--- src/hdl/u8gl_pkg.sv ---
`timescale 1ns / 1ps
// ----------------------------------------------------------------------------
// u8gl_pkg
// Types, constants and decode helpers shared by the UTF-8 glyph layout block.
// ----------------------------------------------------------------------------
package u8gl_pkg;

  // configuration register indexes
  localparam logic [7:0] REG_GLYPH_CAPACITY   = 8'd0;
  localparam logic [7:0] REG_REPLACEMENT_CODE = 8'd1;

  localparam logic [31:0] GLYPH_CAPACITY_RESET   = 32'hFFFF_FFFF;
  localparam logic [20:0] REPLACEMENT_CODE_RESET = 21'h00_FFFD;

  // depth of the queue between front and back
  localparam int QUEUE_DEPTH = 4;

  // lead byte classes
  localparam logic [7:0] ASCII_LIMIT = 8'h80;
  localparam logic [7:0] LEAD2_MASK  = 8'hE0;
  localparam logic [7:0] LEAD2_CODE  = 8'hC0;
  localparam logic [7:0] LEAD3_MASK  = 8'hF0;
  localparam logic [7:0] LEAD3_CODE  = 8'hE0;
  localparam logic [7:0] LEAD4_MASK  = 8'hF8;
  localparam logic [7:0] LEAD4_CODE  = 8'hF0;

  // sequence lengths; zero marks a bad lead
  localparam logic [2:0] LEN_BAD = 3'd0;
  localparam logic [2:0] LEN_1   = 3'd1;
  localparam logic [2:0] LEN_2   = 3'd2;
  localparam logic [2:0] LEN_3   = 3'd3;
  localparam logic [2:0] LEN_4   = 3'd4;

  // code points from here on take two cells
  localparam logic [20:0] WIDE_START = 21'h00_1100;

  // one decoded glyph
  typedef struct packed {
    logic [20:0] cp;
    logic [2:0]  len;
  } rec_t;

  // all glyphs caused by one input beat
  typedef struct packed {
    logic [1:0]      count;       // 1..3
    logic            final_flag;
    rec_t [2:0]      recs;
  } group_t;

  // queue status toward the front
  typedef struct packed {
    logic full;
  } queue_stat_t;

  function automatic logic [2:0] lead_length(input logic [7:0] b);
    logic [2:0] k;
    if (b < ASCII_LIMIT)                     k = LEN_1;
    else if ((b & LEAD2_MASK) == LEAD2_CODE) k = LEN_2;
    else if ((b & LEAD3_MASK) == LEAD3_CODE) k = LEN_3;
    else if ((b & LEAD4_MASK) == LEAD4_CODE) k = LEN_4;
    else                                     k = LEN_BAD;
    return k;
  endfunction

  // decode at pos of seq[0..n-1]; a sequence that does not fit gives rep
  function automatic rec_t decode_at(input logic [3:0][7:0] seq, input logic [2:0] n,
                                     input logic [2:0] pos, input logic [20:0] rep);
    logic [7:0] b0, b1, b2, b3;
    logic [2:0] avail;
    logic [2:0] k;
    rec_t       r;
    b0    = seq[pos[1:0]];
    b1    = seq[pos[1:0] + 2'd1];
    b2    = seq[pos[1:0] + 2'd2];
    b3    = seq[pos[1:0] + 2'd3];
    avail = n - pos;
    k     = lead_length(b0);
    r.cp  = rep;
    r.len = LEN_1;
    case (k)
      LEN_1: begin
        r.cp = {13'd0, b0};
      end
      LEN_2: begin
        if (avail >= LEN_2) begin
          r.cp  = {10'd0, b0[4:0], b1[5:0]};
          r.len = LEN_2;
        end
      end
      LEN_3: begin
        if (avail >= LEN_3) begin
          r.cp  = {5'd0, b0[3:0], b1[5:0], b2[5:0]};
          r.len = LEN_3;
        end
      end
      LEN_4: begin
        if (avail >= LEN_4) begin
          r.cp  = {b0[2:0], b1[5:0], b2[5:0], b3[5:0]};
          r.len = LEN_4;
        end
      end
      default: begin
        r.cp  = rep;
        r.len = LEN_1;
      end
    endcase
    return r;
  endfunction

endpackage

--- src/hdl/u8gl_if.sv ---
`timescale 1ns / 1ps
// ----------------------------------------------------------------------------
// u8gl_if
// Valid/ready channels: raw text bytes in, glyph records out.
// ----------------------------------------------------------------------------
interface u8gl_byte_if;
  logic       valid;
  logic       ready;
  logic [7:0] text_byte;
  logic       final_byte;

  modport source (output valid, text_byte, final_byte, input ready);
  modport sink   (input valid, text_byte, final_byte, output ready);
endinterface

interface u8gl_glyph_if;
  logic        valid;
  logic        ready;
  logic [20:0] code_point;
  logic [31:0] start_offset;
  logic [2:0]  seq_bytes;
  logic [1:0]  cell_count;
  logic [4:0]  pixel_span;
  logic [31:0] glyph_index;
  logic        slot_stored;
  logic [32:0] cells_so_far;
  logic [35:0] pixels_so_far;
  logic        run_end;
  logic        text_end;

  modport source (output valid, code_point, start_offset, seq_bytes, cell_count,
                  pixel_span, glyph_index, slot_stored, cells_so_far,
                  pixels_so_far, run_end, text_end, input ready);
  modport sink   (input valid, code_point, start_offset, seq_bytes, cell_count,
                  pixel_span, glyph_index, slot_stored, cells_so_far,
                  pixels_so_far, run_end, text_end, output ready);
endinterface

--- src/hdl/u8gl_front.sv ---
`timescale 1ns / 1ps
// ----------------------------------------------------------------------------
// u8gl_front
// Takes text bytes, keeps partial sequences and decodes them into groups of
// one to three glyphs that go to the queue.
// ----------------------------------------------------------------------------
module u8gl_front (
  input  logic                  clk,
  input  logic                  rst,
  u8gl_byte_if.sink             text,
  input  logic [20:0]           replacement_code,
  input  u8gl_pkg::queue_stat_t stat,
  output logic                  push,
  output u8gl_pkg::group_t      push_data
);
  import u8gl_pkg::*;

  logic [2:0][7:0] held_bytes;
  logic [1:0]      held_count;

  logic [3:0][7:0] seq;
  logic [2:0]      n;
  logic [2:0]      k;
  logic            accept;
  logic            emit;
  rec_t            r0, r1, r2;
  logic [2:0]      pos1, pos2;
  logic            v1, v2;

  assign text.ready = !stat.full;
  assign accept     = text.valid && text.ready;

  // held bytes followed by the new byte
  always_comb begin
    for (int j = 0; j < 4; j++) begin
      if (j < 3 && 2'(j) != held_count) seq[j] = held_bytes[j];
      else                              seq[j] = text.text_byte;
    end
  end

  assign n = {1'b0, held_count} + 3'd1;
  assign k = lead_length(seq[0]);

  // up to three decodes, each starting where the one before ended
  assign r0   = decode_at(seq, n, 3'd0, replacement_code);
  assign pos1 = r0.len;
  assign v1   = pos1 < n;
  assign r1   = decode_at(seq, n, pos1, replacement_code);
  assign pos2 = pos1 + r1.len;
  assign v2   = v1 && (pos2 < n);
  assign r2   = decode_at(seq, n, pos2, replacement_code);

  // a sequence that is not yet complete is only held
  assign emit = text.final_byte || (k <= LEN_1) || (n >= k);
  assign push = accept && emit;

  always_comb begin
    push_data.final_flag = text.final_byte;
    push_data.recs[0]    = r0;
    push_data.recs[1]    = r1;
    push_data.recs[2]    = r2;
    if (text.final_byte) push_data.count = 2'd1 + {1'b0, v1} + {1'b0, v2};
    else                 push_data.count = 2'd1;
  end

  // hold state
  always_ff @(posedge clk) begin
    if (rst) begin
      held_count <= 2'd0;
    end else if (accept) begin
      if (emit) held_count <= 2'd0;
      else      held_count <= n[1:0];
    end
  end

  always_ff @(posedge clk) begin
    if (accept && !emit && held_count != 2'd3) begin
      held_bytes[held_count] <= text.text_byte;
    end
  end

endmodule

--- src/hdl/u8gl_queue.sv ---
`timescale 1ns / 1ps
// ----------------------------------------------------------------------------
// u8gl_queue
// Short FIFO of glyph groups between the decoding front and the layout back.
// ----------------------------------------------------------------------------
module u8gl_queue #(
  parameter int DEPTH = u8gl_pkg::QUEUE_DEPTH
) (
  input  logic                  clk,
  input  logic                  rst,
  input  logic                  push,
  input  u8gl_pkg::group_t      push_data,
  output u8gl_pkg::queue_stat_t stat,
  input  logic                  pop,
  output logic                  head_valid,
  output u8gl_pkg::group_t      head_data
);
  import u8gl_pkg::*;

  localparam int IW = (DEPTH > 1) ? $clog2(DEPTH) : 1;
  localparam int CW = $clog2(DEPTH + 1);

  group_t          mem [DEPTH];
  logic [IW-1:0]   wr_ptr;
  logic [IW-1:0]   rd_ptr;
  logic [CW-1:0]   fill;

  assign stat.full  = fill == CW'(DEPTH);
  assign head_valid = fill != '0;
  assign head_data  = mem[rd_ptr];

  // storage
  always_ff @(posedge clk) begin
    if (push) mem[wr_ptr] <= push_data;
  end

  // pointers and fill level
  always_ff @(posedge clk) begin
    if (rst) begin
      wr_ptr <= '0;
      rd_ptr <= '0;
      fill   <= '0;
    end else begin
      if (push) wr_ptr <= (wr_ptr == IW'(DEPTH - 1)) ? '0 : wr_ptr + 1'b1;
      if (pop)  rd_ptr <= (rd_ptr == IW'(DEPTH - 1)) ? '0 : rd_ptr + 1'b1;
      case ({push, pop})
        2'b10:   fill <= fill + 1'b1;
        2'b01:   fill <= fill - 1'b1;
        default: fill <= fill;
      endcase
    end
  end

endmodule

--- src/hdl/u8gl_back.sv ---
`timescale 1ns / 1ps
// ----------------------------------------------------------------------------
// u8gl_back
// Walks each group one glyph per cycle while the receiver is ready, adds
// offsets, indexes and running cell and pixel totals, and holds the result
// in the output register.
module u8gl_back (
  input  logic             clk,
  input  logic             rst,
  input  logic             head_valid,
  input  u8gl_pkg::group_t head_data,
  output logic             pop,
  input  logic [31:0]      glyph_capacity,
  u8gl_glyph_if.source     glyph
);
  import u8gl_pkg::*;

  logic [31:0] byte_position;
  logic [31:0] glyph_counter;
  logic [32:0] cell_total;
  logic [35:0] pixel_total;
  logic [1:0]  sub;

  rec_t        rec;
  logic        advance;
  logic        load;
  logic        last;
  logic        text_done;
  logic [1:0]  cells;
  logic [4:0]  pixels;
  logic [32:0] cell_total_next;
  logic [35:0] pixel_total_next;

  assign advance   = !glyph.valid || glyph.ready;
  assign load      = advance && head_valid;
  assign rec       = head_data.recs[sub];
  assign last      = sub == (head_data.count - 2'd1);
  assign text_done = last && head_data.final_flag;
  assign pop       = load && last;

  assign cells            = (rec.cp >= WIDE_START) ? 2'd2 : 2'd1;
  assign pixels           = {cells, 3'b000};
  assign cell_total_next  = cell_total + {31'd0, cells};
  assign pixel_total_next = pixel_total + {31'd0, pixels};

  // position within the group and running counters
  always_ff @(posedge clk) begin
    if (rst) begin
      sub           <= 2'd0;
      byte_position <= '0;
      glyph_counter <= '0;
      cell_total    <= '0;
      pixel_total   <= '0;
    end else if (load) begin
      sub <= last ? 2'd0 : sub + 2'd1;
      if (text_done) begin
        byte_position <= '0;
        glyph_counter <= '0;
        cell_total    <= '0;
        pixel_total   <= '0;
      end else begin
        byte_position <= byte_position + {29'd0, rec.len};
        glyph_counter <= glyph_counter + 32'd1;
        cell_total    <= cell_total_next;
        pixel_total   <= pixel_total_next;
      end
    end
  end

  // output valid
  always_ff @(posedge clk) begin
    if (rst)          glyph.valid <= 1'b0;
    else if (advance) glyph.valid <= head_valid;
  end

  // output payload
  always_ff @(posedge clk) begin
    if (load) begin
      glyph.code_point    <= rec.cp;
      glyph.start_offset  <= byte_position;
      glyph.seq_bytes     <= rec.len;
      glyph.cell_count    <= cells;
      glyph.pixel_span    <= pixels;
      glyph.glyph_index   <= glyph_counter;
      glyph.slot_stored   <= glyph_counter < glyph_capacity;
      glyph.cells_so_far  <= cell_total_next;
      glyph.pixels_so_far <= pixel_total_next;
      glyph.run_end       <= last;
      glyph.text_end      <= text_done;
    end
  end

endmodule

--- src/hdl/utf8_glyph_layout.sv ---
`timescale 1ns / 1ps
// ----------------------------------------------------------------------------
// utf8_glyph_layout
// Streaming UTF-8 decoder that emits one layout record per code point.
// ----------------------------------------------------------------------------
// Usage:
//   text  : one byte per beat, final_byte set on the last byte of a text.
//   glyph : one record per code point, with offset, length, cell and pixel
//           width, glyph index, stored flag and running totals. run_end
//           marks the last record of an input byte, text_end the last one
//           of the text.
//   cfg_* : register writes (glyph capacity, replacement code); the user must
//           make them only while idle, the block does not enforce this.
// A byte that completes a glyph goes through the queue and the output register.
// Throughput: one byte per cycle while the queue is not full. Records leave
//   at one per cycle from the back end while the receiver is ready, so
//   a final byte that closes a truncated sequence (up to three records)
//   holds the back end while they leave; the queue in front absorbs that.
// Reset clears held bytes, counters, queue and output, and loads the
// register defaults. When the receiver stalls the record is held, the queue
// fills and text.ready drops once it is full.
// ----------------------------------------------------------------------------
module utf8_glyph_layout #(
  parameter int QUEUE_DEPTH = u8gl_pkg::QUEUE_DEPTH
) (
  input  logic        clk,
  input  logic        rst,
  input  logic        cfg_wen,
  input  logic [7:0]  cfg_index,
  input  logic [31:0] cfg_wdata,
  u8gl_byte_if.sink    text,
  u8gl_glyph_if.source glyph
);
  import u8gl_pkg::*;

  logic [31:0] glyph_capacity;
  logic [20:0] replacement_code;
  logic        push;
  group_t      push_data;
  queue_stat_t stat;
  logic        pop;
  logic        head_valid;
  group_t      head_data;

  // configuration registers
  always_ff @(posedge clk) begin
    if (rst) begin
      glyph_capacity   <= GLYPH_CAPACITY_RESET;
      replacement_code <= REPLACEMENT_CODE_RESET;
    end else if (cfg_wen) begin
      if (cfg_index == REG_GLYPH_CAPACITY)   glyph_capacity   <= cfg_wdata;
      if (cfg_index == REG_REPLACEMENT_CODE) replacement_code <= cfg_wdata[20:0];
    end
  end

  u8gl_front u_front (
    .clk              (clk),
    .rst              (rst),
    .text             (text),
    .replacement_code (replacement_code),
    .stat             (stat),
    .push             (push),
    .push_data        (push_data)
  );

  u8gl_queue #(
    .DEPTH (QUEUE_DEPTH)
  ) u_queue (
    .clk        (clk),
    .rst        (rst),
    .push       (push),
    .push_data  (push_data),
    .stat       (stat),
    .pop        (pop),
    .head_valid (head_valid),
    .head_data  (head_data)
  );

  u8gl_back u_back (
    .clk            (clk),
    .rst            (rst),
    .head_valid     (head_valid),
    .head_data      (head_data),
    .pop            (pop),
    .glyph_capacity (glyph_capacity),
    .glyph          (glyph)
  );

endmodule

--- src/flat_wrapper.sv ---
// flat-port wrapper written by rule: the top's interface ports become plain ports
module utf8_glyph_layout_flat import u8gl_pkg::*;
#(
  parameter int QUEUE_DEPTH = u8gl_pkg::QUEUE_DEPTH
)
  (clk, rst, cfg_wen, cfg_index, cfg_wdata, text_valid, text_text_byte, text_final_byte, text_ready, glyph_valid, glyph_code_point, glyph_start_offset, glyph_seq_bytes, glyph_cell_count, glyph_pixel_span, glyph_glyph_index, glyph_slot_stored, glyph_cells_so_far, glyph_pixels_so_far, glyph_run_end, glyph_text_end, glyph_ready);
  u8gl_byte_if text_i ();
  u8gl_glyph_if glyph_i ();
  input  logic clk;
  input  logic rst;
  input  logic cfg_wen;
  input  logic [7:0] cfg_index;
  input  logic [31:0] cfg_wdata;
  input wire logic [$bits(text_i.valid)-1:0] text_valid;
  input wire logic [$bits(text_i.text_byte)-1:0] text_text_byte;
  input wire logic [$bits(text_i.final_byte)-1:0] text_final_byte;
  output wire logic [$bits(text_i.ready)-1:0] text_ready;
  output wire logic [$bits(glyph_i.valid)-1:0] glyph_valid;
  output wire logic [$bits(glyph_i.code_point)-1:0] glyph_code_point;
  output wire logic [$bits(glyph_i.start_offset)-1:0] glyph_start_offset;
  output wire logic [$bits(glyph_i.seq_bytes)-1:0] glyph_seq_bytes;
  output wire logic [$bits(glyph_i.cell_count)-1:0] glyph_cell_count;
  output wire logic [$bits(glyph_i.pixel_span)-1:0] glyph_pixel_span;
  output wire logic [$bits(glyph_i.glyph_index)-1:0] glyph_glyph_index;
  output wire logic [$bits(glyph_i.slot_stored)-1:0] glyph_slot_stored;
  output wire logic [$bits(glyph_i.cells_so_far)-1:0] glyph_cells_so_far;
  output wire logic [$bits(glyph_i.pixels_so_far)-1:0] glyph_pixels_so_far;
  output wire logic [$bits(glyph_i.run_end)-1:0] glyph_run_end;
  output wire logic [$bits(glyph_i.text_end)-1:0] glyph_text_end;
  input wire logic [$bits(glyph_i.ready)-1:0] glyph_ready;
  assign text_i.valid = text_valid;
  assign text_i.text_byte = text_text_byte;
  assign text_i.final_byte = text_final_byte;
  assign text_ready = text_i.ready;
  assign glyph_valid = glyph_i.valid;
  assign glyph_code_point = glyph_i.code_point;
  assign glyph_start_offset = glyph_i.start_offset;
  assign glyph_seq_bytes = glyph_i.seq_bytes;
  assign glyph_cell_count = glyph_i.cell_count;
  assign glyph_pixel_span = glyph_i.pixel_span;
  assign glyph_glyph_index = glyph_i.glyph_index;
  assign glyph_slot_stored = glyph_i.slot_stored;
  assign glyph_cells_so_far = glyph_i.cells_so_far;
  assign glyph_pixels_so_far = glyph_i.pixels_so_far;
  assign glyph_run_end = glyph_i.run_end;
  assign glyph_text_end = glyph_i.text_end;
  assign glyph_i.ready = glyph_ready;
  utf8_glyph_layout #(.QUEUE_DEPTH(QUEUE_DEPTH)) u_core (.clk(clk), .rst(rst), .cfg_wen(cfg_wen), .cfg_index(cfg_index), .cfg_wdata(cfg_wdata), .text(text_i), .glyph(glyph_i));
endmodule
--- config.mk ---
export PLATFORM = sky130hd
export DESIGN_NAME = utf8_glyph_layout_flat
export DESIGN_NICKNAME = d
export VERILOG_FILES = /design/src/hdl/u8gl_pkg.sv /design/src/hdl/u8gl_if.sv /design/src/hdl/u8gl_front.sv /design/src/hdl/u8gl_queue.sv /design/src/hdl/u8gl_back.sv /design/src/hdl/utf8_glyph_layout.sv /design/src/flat_wrapper.sv
export SDC_FILE = /design/constraint.sdc
export NUM_CORES = 1
export LEC_CHECK = 0
export BUFFER_PORTS_ARGS = -buffer_cell sky130_fd_sc_hd__buf_2
export CAP_MARGIN = 20
export CORE_MARGIN = 5
export CORE_UTILIZATION = 50
export DETAILED_ROUTE_END_ITERATION = 7
export PLACE_DENSITY = 0.74
export SKIP_LAST_GASP = 1
export SLEW_MARGIN = 20
export SYNTH_ARGS = -nofsm -noshare
export SYNTH_HDL_FRONTEND = slang
export SYNTH_SLANG_ARGS = --single-unit
--- constraint.sdc ---
create_clock -name clk -period 10.3 [get_ports clk]
set_input_delay 1.03 -clock clk [delete_from_list [all_inputs] [get_ports clk]]
set_output_delay 1.03 -clock clk [all_outputs]
set_load 0.05 [all_outputs]
# Yosys cells after proc, flatten, opt, wreduce, memory -nomap -nowiden
# Memories as Yosys holds them, arrays and structs flattened. A register that Yosys moved wholly into a read port is not among the register bits.
# Cells that the tools add are included.
dict set report op_classes {
  addsub 22
  order_cmp 29
  n_eq_ne 31
  n_mux 66
  reduce_logical 21
}
# operator count
set ops {}
lappend ops {{$pmux 21 s4} 3}
lappend ops {{$mux 24} 10}
lappend ops {{$bmux 8 s2} 8}
lappend ops {{$mux 32} 2}
lappend ops {{$bmux 24 s2} 1}
lappend ops {{$mux 8} 6}
lappend ops {{$add 36x5->36} 1}
lappend ops {{$mux 3} 12}
lappend ops {{$mux 36} 1}
lappend ops {{$mux 6} 6}
lappend ops {{$add 33x2->33} 1}
lappend ops {{$mux 33} 1}
lappend ops {{$add 32x1->32 const B} 1}
lappend ops {{$add 32x3->32} 1}
lappend ops {{$lt 32x32->1} 1}
lappend ops {{$lt 2x3->1 const B} 10}
lappend ops {{$pmux 3 s3} 3}
lappend ops {{$bwmux 24} 1}
lappend ops {{$lt 8x8->1 const B} 3}
lappend ops {{$eq 3x3->1 const B} 7}
lappend ops {{$ge 21x13->1 const B} 1}
lappend ops {{$eq 3x2->1 const B} 6}
lappend ops {{$ge 3x2->1 const B} 6}
lappend ops {{$demux 8 s2} 1}
lappend ops {{other kinds (35)} 76}
dict set report totals {
  ff_bits 384
  mem_bits_rw 300
  wordCells 195
  mem_count 1
}
# name depth word_bits rd rd_clocked_by_memory_dff wr line_no
set mem_list {}
lappend mem_list {u_core.u_queue.mem 4 75 1 1 1 u8gl_queue.sv:23} ;# group_t mem [DEPTH];

# Logic depth before layout (Yosys ltp)
# Gate-level depths: netlist (run 1).
dict set report logic_depth {
  word_depth 28
  ltp_mapped 29
}

# Hierarchy
# From an unflattened synthesis (run 1), not the netlist that was laid out.
dict set report hier_totals {
  hier_cells 2616
  area_unflattened_um2 31988.2
}
# mod instances cells_each area_per_inst_um2 seq_area_each_um2
set by_module_without_submodules {}
lappend by_module_without_submodules {u8gl_back 1 1333 13903.3 7437.1}
lappend by_module_without_submodules {u8gl_queue 1 435 11258.3 9188.8}
lappend by_module_without_submodules {u8gl_front 1 628 4712.0 760.7}
lappend by_module_without_submodules {utf8_glyph_layout 1 220 2114.5 1061.0}

# Worst setup path before layout (run 1)
# OpenSTA, ideal clock, no wires.
dict set report synth_timing {
  path_type {input -> register}
  from {input text_text_byte[6]}
  to {memory u_core.u_queue.mem[0][55] (netlist bit), data pin}
  arrival_time_ns 6.774
  path_slack_ns 3.254
  path_stages 27
  path_buffers 8
  path_cell_list {buf_2 -> nand3_4 -> a222oi_1 -> buf_2 -> buf_2 -> buf_2 -> buf_1 -> inv_1 -> ha_1 -> inv_1 -> fa_1 -> xor2_1 -> nor2_1 -> or3_1 -> clkbuf_1 -> nand2_1 -> inv_1 -> fa_1 -> clkbuf_1 -> mux2_2 -> a2111oi_0 -> a21oi_1 -> o2111ai_1 -> clkbuf_1 -> nand2b_1 -> o221ai_1 -> a221o_1}
}
# item line_no
set synth_lines {}
lappend synth_lines {{from (decl)} flat_wrapper.sv:15} ;# input wire logic [$bits(text_i.text_byte)-1:0] text_text_byte;
lappend synth_lines {{to (decl)} u8gl_queue.sv:23}

==> results of run 1 <==
path summary, 6_finish.rpt:
check | from | endpoint | slack (ps) | cells after the start
setup reg to reg | u_core.u_front.held_count[0] | u_core.u_queue.mem[0][51] | 2140 | 24
hold / removal | u_core.u_back.byte_position[31] | u_core.u_back.glyph.start_offset[31] | 450 | 0
setup / recovery | u_core.u_front.held_count[0] | u_core.u_queue.mem[0][51] | 2140 | 24
hold reg to reg | u_core.u_back.byte_position[31] | u_core.u_back.glyph.start_offset[31] | 450 | 0
worst reg2reg max path: cells and delay by family, from the launching register on:
| family | cells | cell delay (ps) |
|---|---|---|
| buffers and inverters | 8 | 2040 |
| and+or+nand+nor | 5 | 1880 |
| AOI/OAI and AO/OA | 4 | 1380 |
| adders and majority gates | 4 | 1190 |
| muxes | 2 | 770 |
| DFF | 1 | 520 |
| xor gates and xnor gates | 1 | 120 |
flip-flops by register name, summed over array words and instances, names as in the netlist, named ones only:
| signal | count |
|---|---|
| u_core.u_back.glyph.seq_bytes | 3 |
| u_core.u_back.sub | 2 |
| u_core.u_back.glyph.valid | 1 |
| u_core.u_back.glyph_counter | 32 |
| u_core.u_queue.mem | 300 |
| u_core.u_back.pixel_total | 33 |
| u_core.u_back.glyph.cells_so_far | 33 |
| u_core.u_back.glyph.pixels_so_far | 33 |
| u_core.replacement_code | 21 |
| u_core.u_queue.wr_ptr | 2 |
| u_core.u_back.cell_total | 33 |
| u_core.u_back.byte_position | 32 |
| u_core.u_queue.fill | 3 |
| u_core.u_front.held_count | 2 |
| u_core.u_back.glyph.start_offset | 32 |
| u_core.u_back.glyph.slot_stored | 1 |
| u_core.u_back.glyph.pixel_span | 2 |
| u_core.u_front.held_bytes | 24 |
| u_core.u_queue.rd_ptr | 2 |
| u_core.u_back.glyph.run_end | 1 |
| u_core.u_back.glyph.text_end | 1 |
| u_core.u_back.glyph.glyph_index | 32 |
| u_core.glyph_capacity | 32 |
| u_core.u_back.glyph.code_point | 21 |
cell usage in the layout (no fill, tap or decap), types with 60 or more instances in the layout:
cell / count
nand2_1: 182
buf_2: 215
inv_1: 110
ha_1: 60
nor2_1: 210
mux2i_1: 94
clkbuf_16: 74
mux4_2: 77
xnor2_1: 70
edfxtp_1: 483
nand3_1: 87
dfxtp_1: 195
a21oi_1: 103
power groups by stage:
stage	Sequential [W]	Combinational, W	Clock [W]
floorplan	0.00494	0.00107	0
global placement	0.00378	0.00287	0
detailed placement	0.00380	0.00289	0
CTS	0.00375	0.00290	0.00246
global route	0.00378	0.00303	0.00258
finish	0.00374	0.00287	0.00241
cell families after synthesis:
family          share of synthesized area [%]
simple gates                             10.8
flops                                    60.1
compound gates                           9.35
buf+inv                                  3.37
mux                                      9.86
xor+xnor                                 3.65
fa+ha+maj                                2.90
other cells                            0.0122
area by class of cell:
cell class                 count  area share, %
sequential                   680           53.2
clock buffer                  97           5.59
multi-input combinational   1501           32.5
clock inverter                37          0.729
tap                          782           2.82
inverter                     115           1.27
timing repair buffer         247           3.80
antenna                        9         0.0649
layer usage:
| metal | GRT usage [%] | routed length (um) | part of all wire, % | up-vias |
|---|---|---|---|---|
| li1 | - | - | - | 9454 |
| met1 | 32.1 | 33800 | 42 | 10330 |
| met2 | 39.1 | 39100 | 49 | 742 |
| met3 | 3.59 | 4770 | 6.0 | 145 |
| met4 | 6.79 | 2330 | 2.9 | 0 |
| met5 | 0 | 0 | 0 | - |
metrics by stage:
stage	utilization, %	setup slack (ps)	hold WS, ps	cell area, um2	total power [W]
floorplan	-	3250	429	30700	0.00601
global placement	53.6	2380	437	32500	0.00665
detailed placement	53.6	2180	438	32500	0.00670
CTS	57.2	2280	452	34600	0.00910
global route	57.2	1640	470	34700	0.00939
finish	57.2	2140	450	34700	0.00902
==> out/results.ini, run 1 <==
[clock_tree]
cts_buffers=73
postCtsResizedCells=0
clock_sinks=680
cts_buffer_depth=3
clk_latency_ps=610
cts_tree=done
cts_root_buf=clkbuf_16
cts.hold.buffers_added=0
cts_setup_buffers=0
clk_pin_slew_ps=60
htreeDepth=3

[global_routing]
antenna_found_initial=7
grt_overflow=0
grt_max_degree=124
grt_pass1_wl_um=122000
grt_pass1_vias=20224
grt.total_usage_pct=23.4

[power_and_ir_drop]
switching_share_pct=38.4
seq_power_share_pct=41.4
p_int_w=0.00555
p_leak_nw=13.0
switchingPower_w=0.00347
p_per_area_nw_per_um2=260
combPwrFrac_pct=31.9
pwr-share-clk_pct=26.7
vdd_drop_max_mv=0.245

[logic_synthesis]
syn_area_per_cell_um2=12.6
synth_top_area_share_pct=47.3
netlist.top_cell.by_area=edfxtp_1
ys_top_cells_by_area=edfxtp_1 47%, dfxtp_1 13%, mux4_2 5.6%
synth_cells=2428
yosys_warnings=0
netlist_area_um2=30700
yosysMostFrequentCell=edfxtp_1
async_flop_share_pct=0
yosysUniqueCellTypes=76
ys_ff_latch=680
synth_common_cells=483 x edfxtp_1, 211 x nor2_1, 197 x dfxtp_1
synth-main-ff-cell=edfxtp_1
seq_area_frac_synth_pct=60.1
synth_edf_count=483

[die]
num_rows=90
start_util_pct=50.7
die_x_um=258
core-area_um2=60600
io_pins=223
die_y_um=258
dieArea_um2=66400

[job]
drv_cap=0

[sta]
period_share_pct=79.2
slew_viol_final=0
tns_ps=0
rsz0062_at_grt=no
slew_headroom_pct=26.8
skew_ps=22.4
clock.fmax_mhz=123
worst_pin_slew_ps=1100
finalHoldViolations=0
period_needed_ps=8160
finalSetupViolations=0

[final_layout]
drive_gt1_share_pct=18.1
nFillCells=4840
nNetsFinal=2739
fin_cells=3468
synthToLayoutAreaGrowth_pct=13.0
seqCellArea_um2=18500
multi_input_area_um2=11300

[setup_path]
cp.arrival_ps=8500
crit_top_cell=inv_1
cp-end-kind=flop
max_stage_delay_ps=570
path_buf_inv=8
worstPathRequired_ps=10630
path_class=flop to flop
cp-start-kind=flop
critPathMaxFanout=46
crit_family=buffers and inverters
cp_cell_sequence=inv_1, ha_1, buf_4, nand3b_4, a222oi_1, buf_4, inv_1, ha_1, inv_1, fa_1, xnor2_1, o21ai_0, nand4_1, nand2_1, inv_1, fa_1, buf_4, mux2_2, a221oi_1, mux2i_1, nand3_1, or3_1, inv_1, a221o_1
slowest_stage=nand4_1

[routing]
wl_per_cell_um=23.0
first_pass_iters=5
dr_total_vias=20671
drt-initial-drc-count=1938
antenna_left=0
viasPerCell=5.96
drt_wl_total_um=79900
drc_errors=0

[outcome]
status=finished clean

[placement]
io_buffers=216
dp_hpwl_um=55300
place_congestion=0.948
place_inst=3325

[hold_path]
worstHoldPathType=flop to flop

Power figures use the tool's default switching activity.
==> inputs of run 2 (changes only) <==
==> constraint.sdc (replaced) <==
create_clock -name clk -period 7.8 [get_ports clk]
set_input_delay 0.78 -clock clk [delete_from_list [all_inputs] [get_ports clk]]
set_output_delay 0.78 -clock clk [all_outputs]
set_load 0.05 [all_outputs]
==> run 2 against run 1 <==
Net effect: wire length up 2.2%; sequential power up 32%; via count up 0.86%; core utilization up 0.48 points; combinational power up 33%; global-route usage up 0.55 points; clock skew up 9.1 ps; sequential share of layout area down 0.44 points; total power up 35%; critical path type unchanged; critical endpoint is now u_core.u_queue.mem[3][54]; highest routed layer unchanged.
==> out/results.ini, run 2 (synthesis results as in run 1) <==
[outcome]
status=finished clean

[sta]
finalHoldViolations=0
slew_viol_final=0
worst_pin_slew_ps=1120
holdWs_ps=366
rsz0062_at_grt=no
clock.fmax_mhz=140
skew_ps=31.5
finalSetupViolations=0
slew_headroom_pct=24.2
period_needed_ps=7160
tns_ps=0
period_share_pct=91.8

[clock_tree]
cts_setup_buffers=0
cts_buffer_depth=3
cts_tree=done
clock_sinks=680
cts_root_buf=clkbuf_16
cts_buffers=71
clk_latency_ps=620
clk_pin_slew_ps=60
cts.hold.buffers_added=0
htreeDepth=3
postCtsResizedCells=0

[setup_path]
crit_family=compound AO/OA/AOI/OAI gates
path_class=flop to flop
rr_startpoint=u_core.u_front.held_count[0]
cp.arrival_ps=7480
critPathMaxFanout=19
path_buf_inv=3
rr_endpoint=u_core.u_queue.mem[3][54]
max_stage_delay_ps=780
cp-start-kind=flop
r2r_setup_slack_ps=640
cp_cell_sequence=inv_1, ha_1, mux2_4, a211o_1, nand2_8, inv_4, fa_1, xor2_1, nor2_1, or3_1, nand2_1, inv_1, fa_1, mux2_2, a2111oi_0, a21oi_1, o2111ai_1, o22a_1, o21ai_0, a221o_1
worstRegToRegCells=20
cp-end-kind=flop
slowest_stage=fa_1
worstPathRequired_ps=8120

[die]
num_rows=90
dieArea_um2=66400
io_pins=223
die_x_um=258
start_util_pct=50.7
core-area_um2=60600
die_y_um=258

[final_layout]
layout_commonest_cell=edfxtp_1
synthToLayoutAreaGrowth_pct=13.9
seqCellArea_um2=18500
final_util_pct=57.7
drive_gt1_share_pct=18.4
regMostFlops=u_core.u_queue.mem
multi_input_area_um2=11300
largest_reg_flops=300
fin_cells=3470
nNetsFinal=2746
mostFrequentLayoutCells=483 x edfxtp_1, 215 x buf_2, 210 x nor2_1, 195 x dfxtp_1, 182 x nand2_1
nFillCells=4800

[hold_path]
min_to=u_core.glyph_capacity[24]
worstHoldPathType=input pin to flop
holdPathStages=2
worst_hold_startpoint=cfg_wdata[24]

[power_and_ir_drop]
p_leak_nw=13.2
vdd_drop_max_mv=0.444
p_per_area_nw_per_um2=348

[global_routing]
grt_pass1_vias=20824
grt.total_usage_pct=23.9
grt_max_degree=128
grt_overflow=0
grt_pass1_wl_um=125000
antenna_found_initial=5

[routing]
drc_errors=0
first_pass_iters=6
drt-initial-drc-count=1995
dr_total_vias=20848
wl_per_cell_um=23.5
drt_wl_total_um=81700
antenna_left=0
viasPerCell=6.01

[job]
drv_cap=0

[placement]
io_buffers=216
place_inst=3334
dp_hpwl_um=57100
place_congestion=0.910

-- run 2: cell types whose count changed in the layout (fill, tap and decap cells not counted), moves of 2 or more --
| cell | change |
|---|---|
| clkbuf_16 | -2 |
| clkinv_2 | -7 |
| inv_16 | +2 |
| buf_4 | +5 |
| clkbuf_1 | -10 |
| inv_6 | -2 |
| buf_12 | +4 |
| bufinv_16 | +8 |
| clkbuf_8 | +2 |
| diode_2 | -4 |
| clkinv_1 | +4 |
-- run 2: worst max path at each step --
stage,cells past startpoint,slack (ps),from,end
2_1_floorplan,27,1000,text_text_byte[6],u_core.u_queue.mem[0][55]
3_3_place_gp,21,840,u_core.u_front.held_count[0],u_core.u_queue.mem[0][55]
3_5_place_dp,20,710,u_core.u_front.held_count[0],u_core.u_queue.mem[2][54]
4_1_cts,20,680,u_core.u_front.held_count[0],u_core.u_queue.mem[1][54]
5_1_grt,20,200,u_core.u_front.held_count[0],u_core.u_queue.mem[1][54]
6_report,20,640,u_core.u_front.held_count[0],u_core.u_queue.mem[3][54]
-- run 2: power by group --
group	internal, W	switching (W)	total, W
clock network	0.00201	0.00141	0.00342
registers	0.00468	0.000259	0.00494
logic	0.000894	0.00292	0.00382
-- run 2: cell type report --
type / instances / area share, %
tap: 782 / 2.80
clock inverter: 44 / 1.42
timing repair buffer: 256 / 4.10
sequential: 680 / 52.8
multi-input combinational: 1501 / 32.2
clock buffer: 87 / 5.37
antenna: 5 / 0.0358
inverter: 115 / 1.26
-- run 2: layer usage --
| metal | share of wire (%) | track usage (%) | wire (um) |
|---|---|---|---|
| met1 | 41 | 31.7 | 33400 |
| met2 | 49 | 40.4 | 40300 |
| met3 | 6.4 | 3.91 | 5250 |
| met4 | 3.4 | 8.31 | 2770 |
| met5 | 0 | 0 | 0 |
-- run 2: stage by stage --
step | instance area, um2 | setup slack, ps | power (W)
6_report | 35000 | 637 | 0.0122
3_5_place_dp | 32600 | 711 | 0.00886
5_1_grt | 35000 | 203 | 0.0127
4_1_cts | 34900 | 683 | 0.0123
2_1_floorplan | 30700 | 1000 | 0.00798
3_3_place_gp | 32600 | 838 | 0.00879
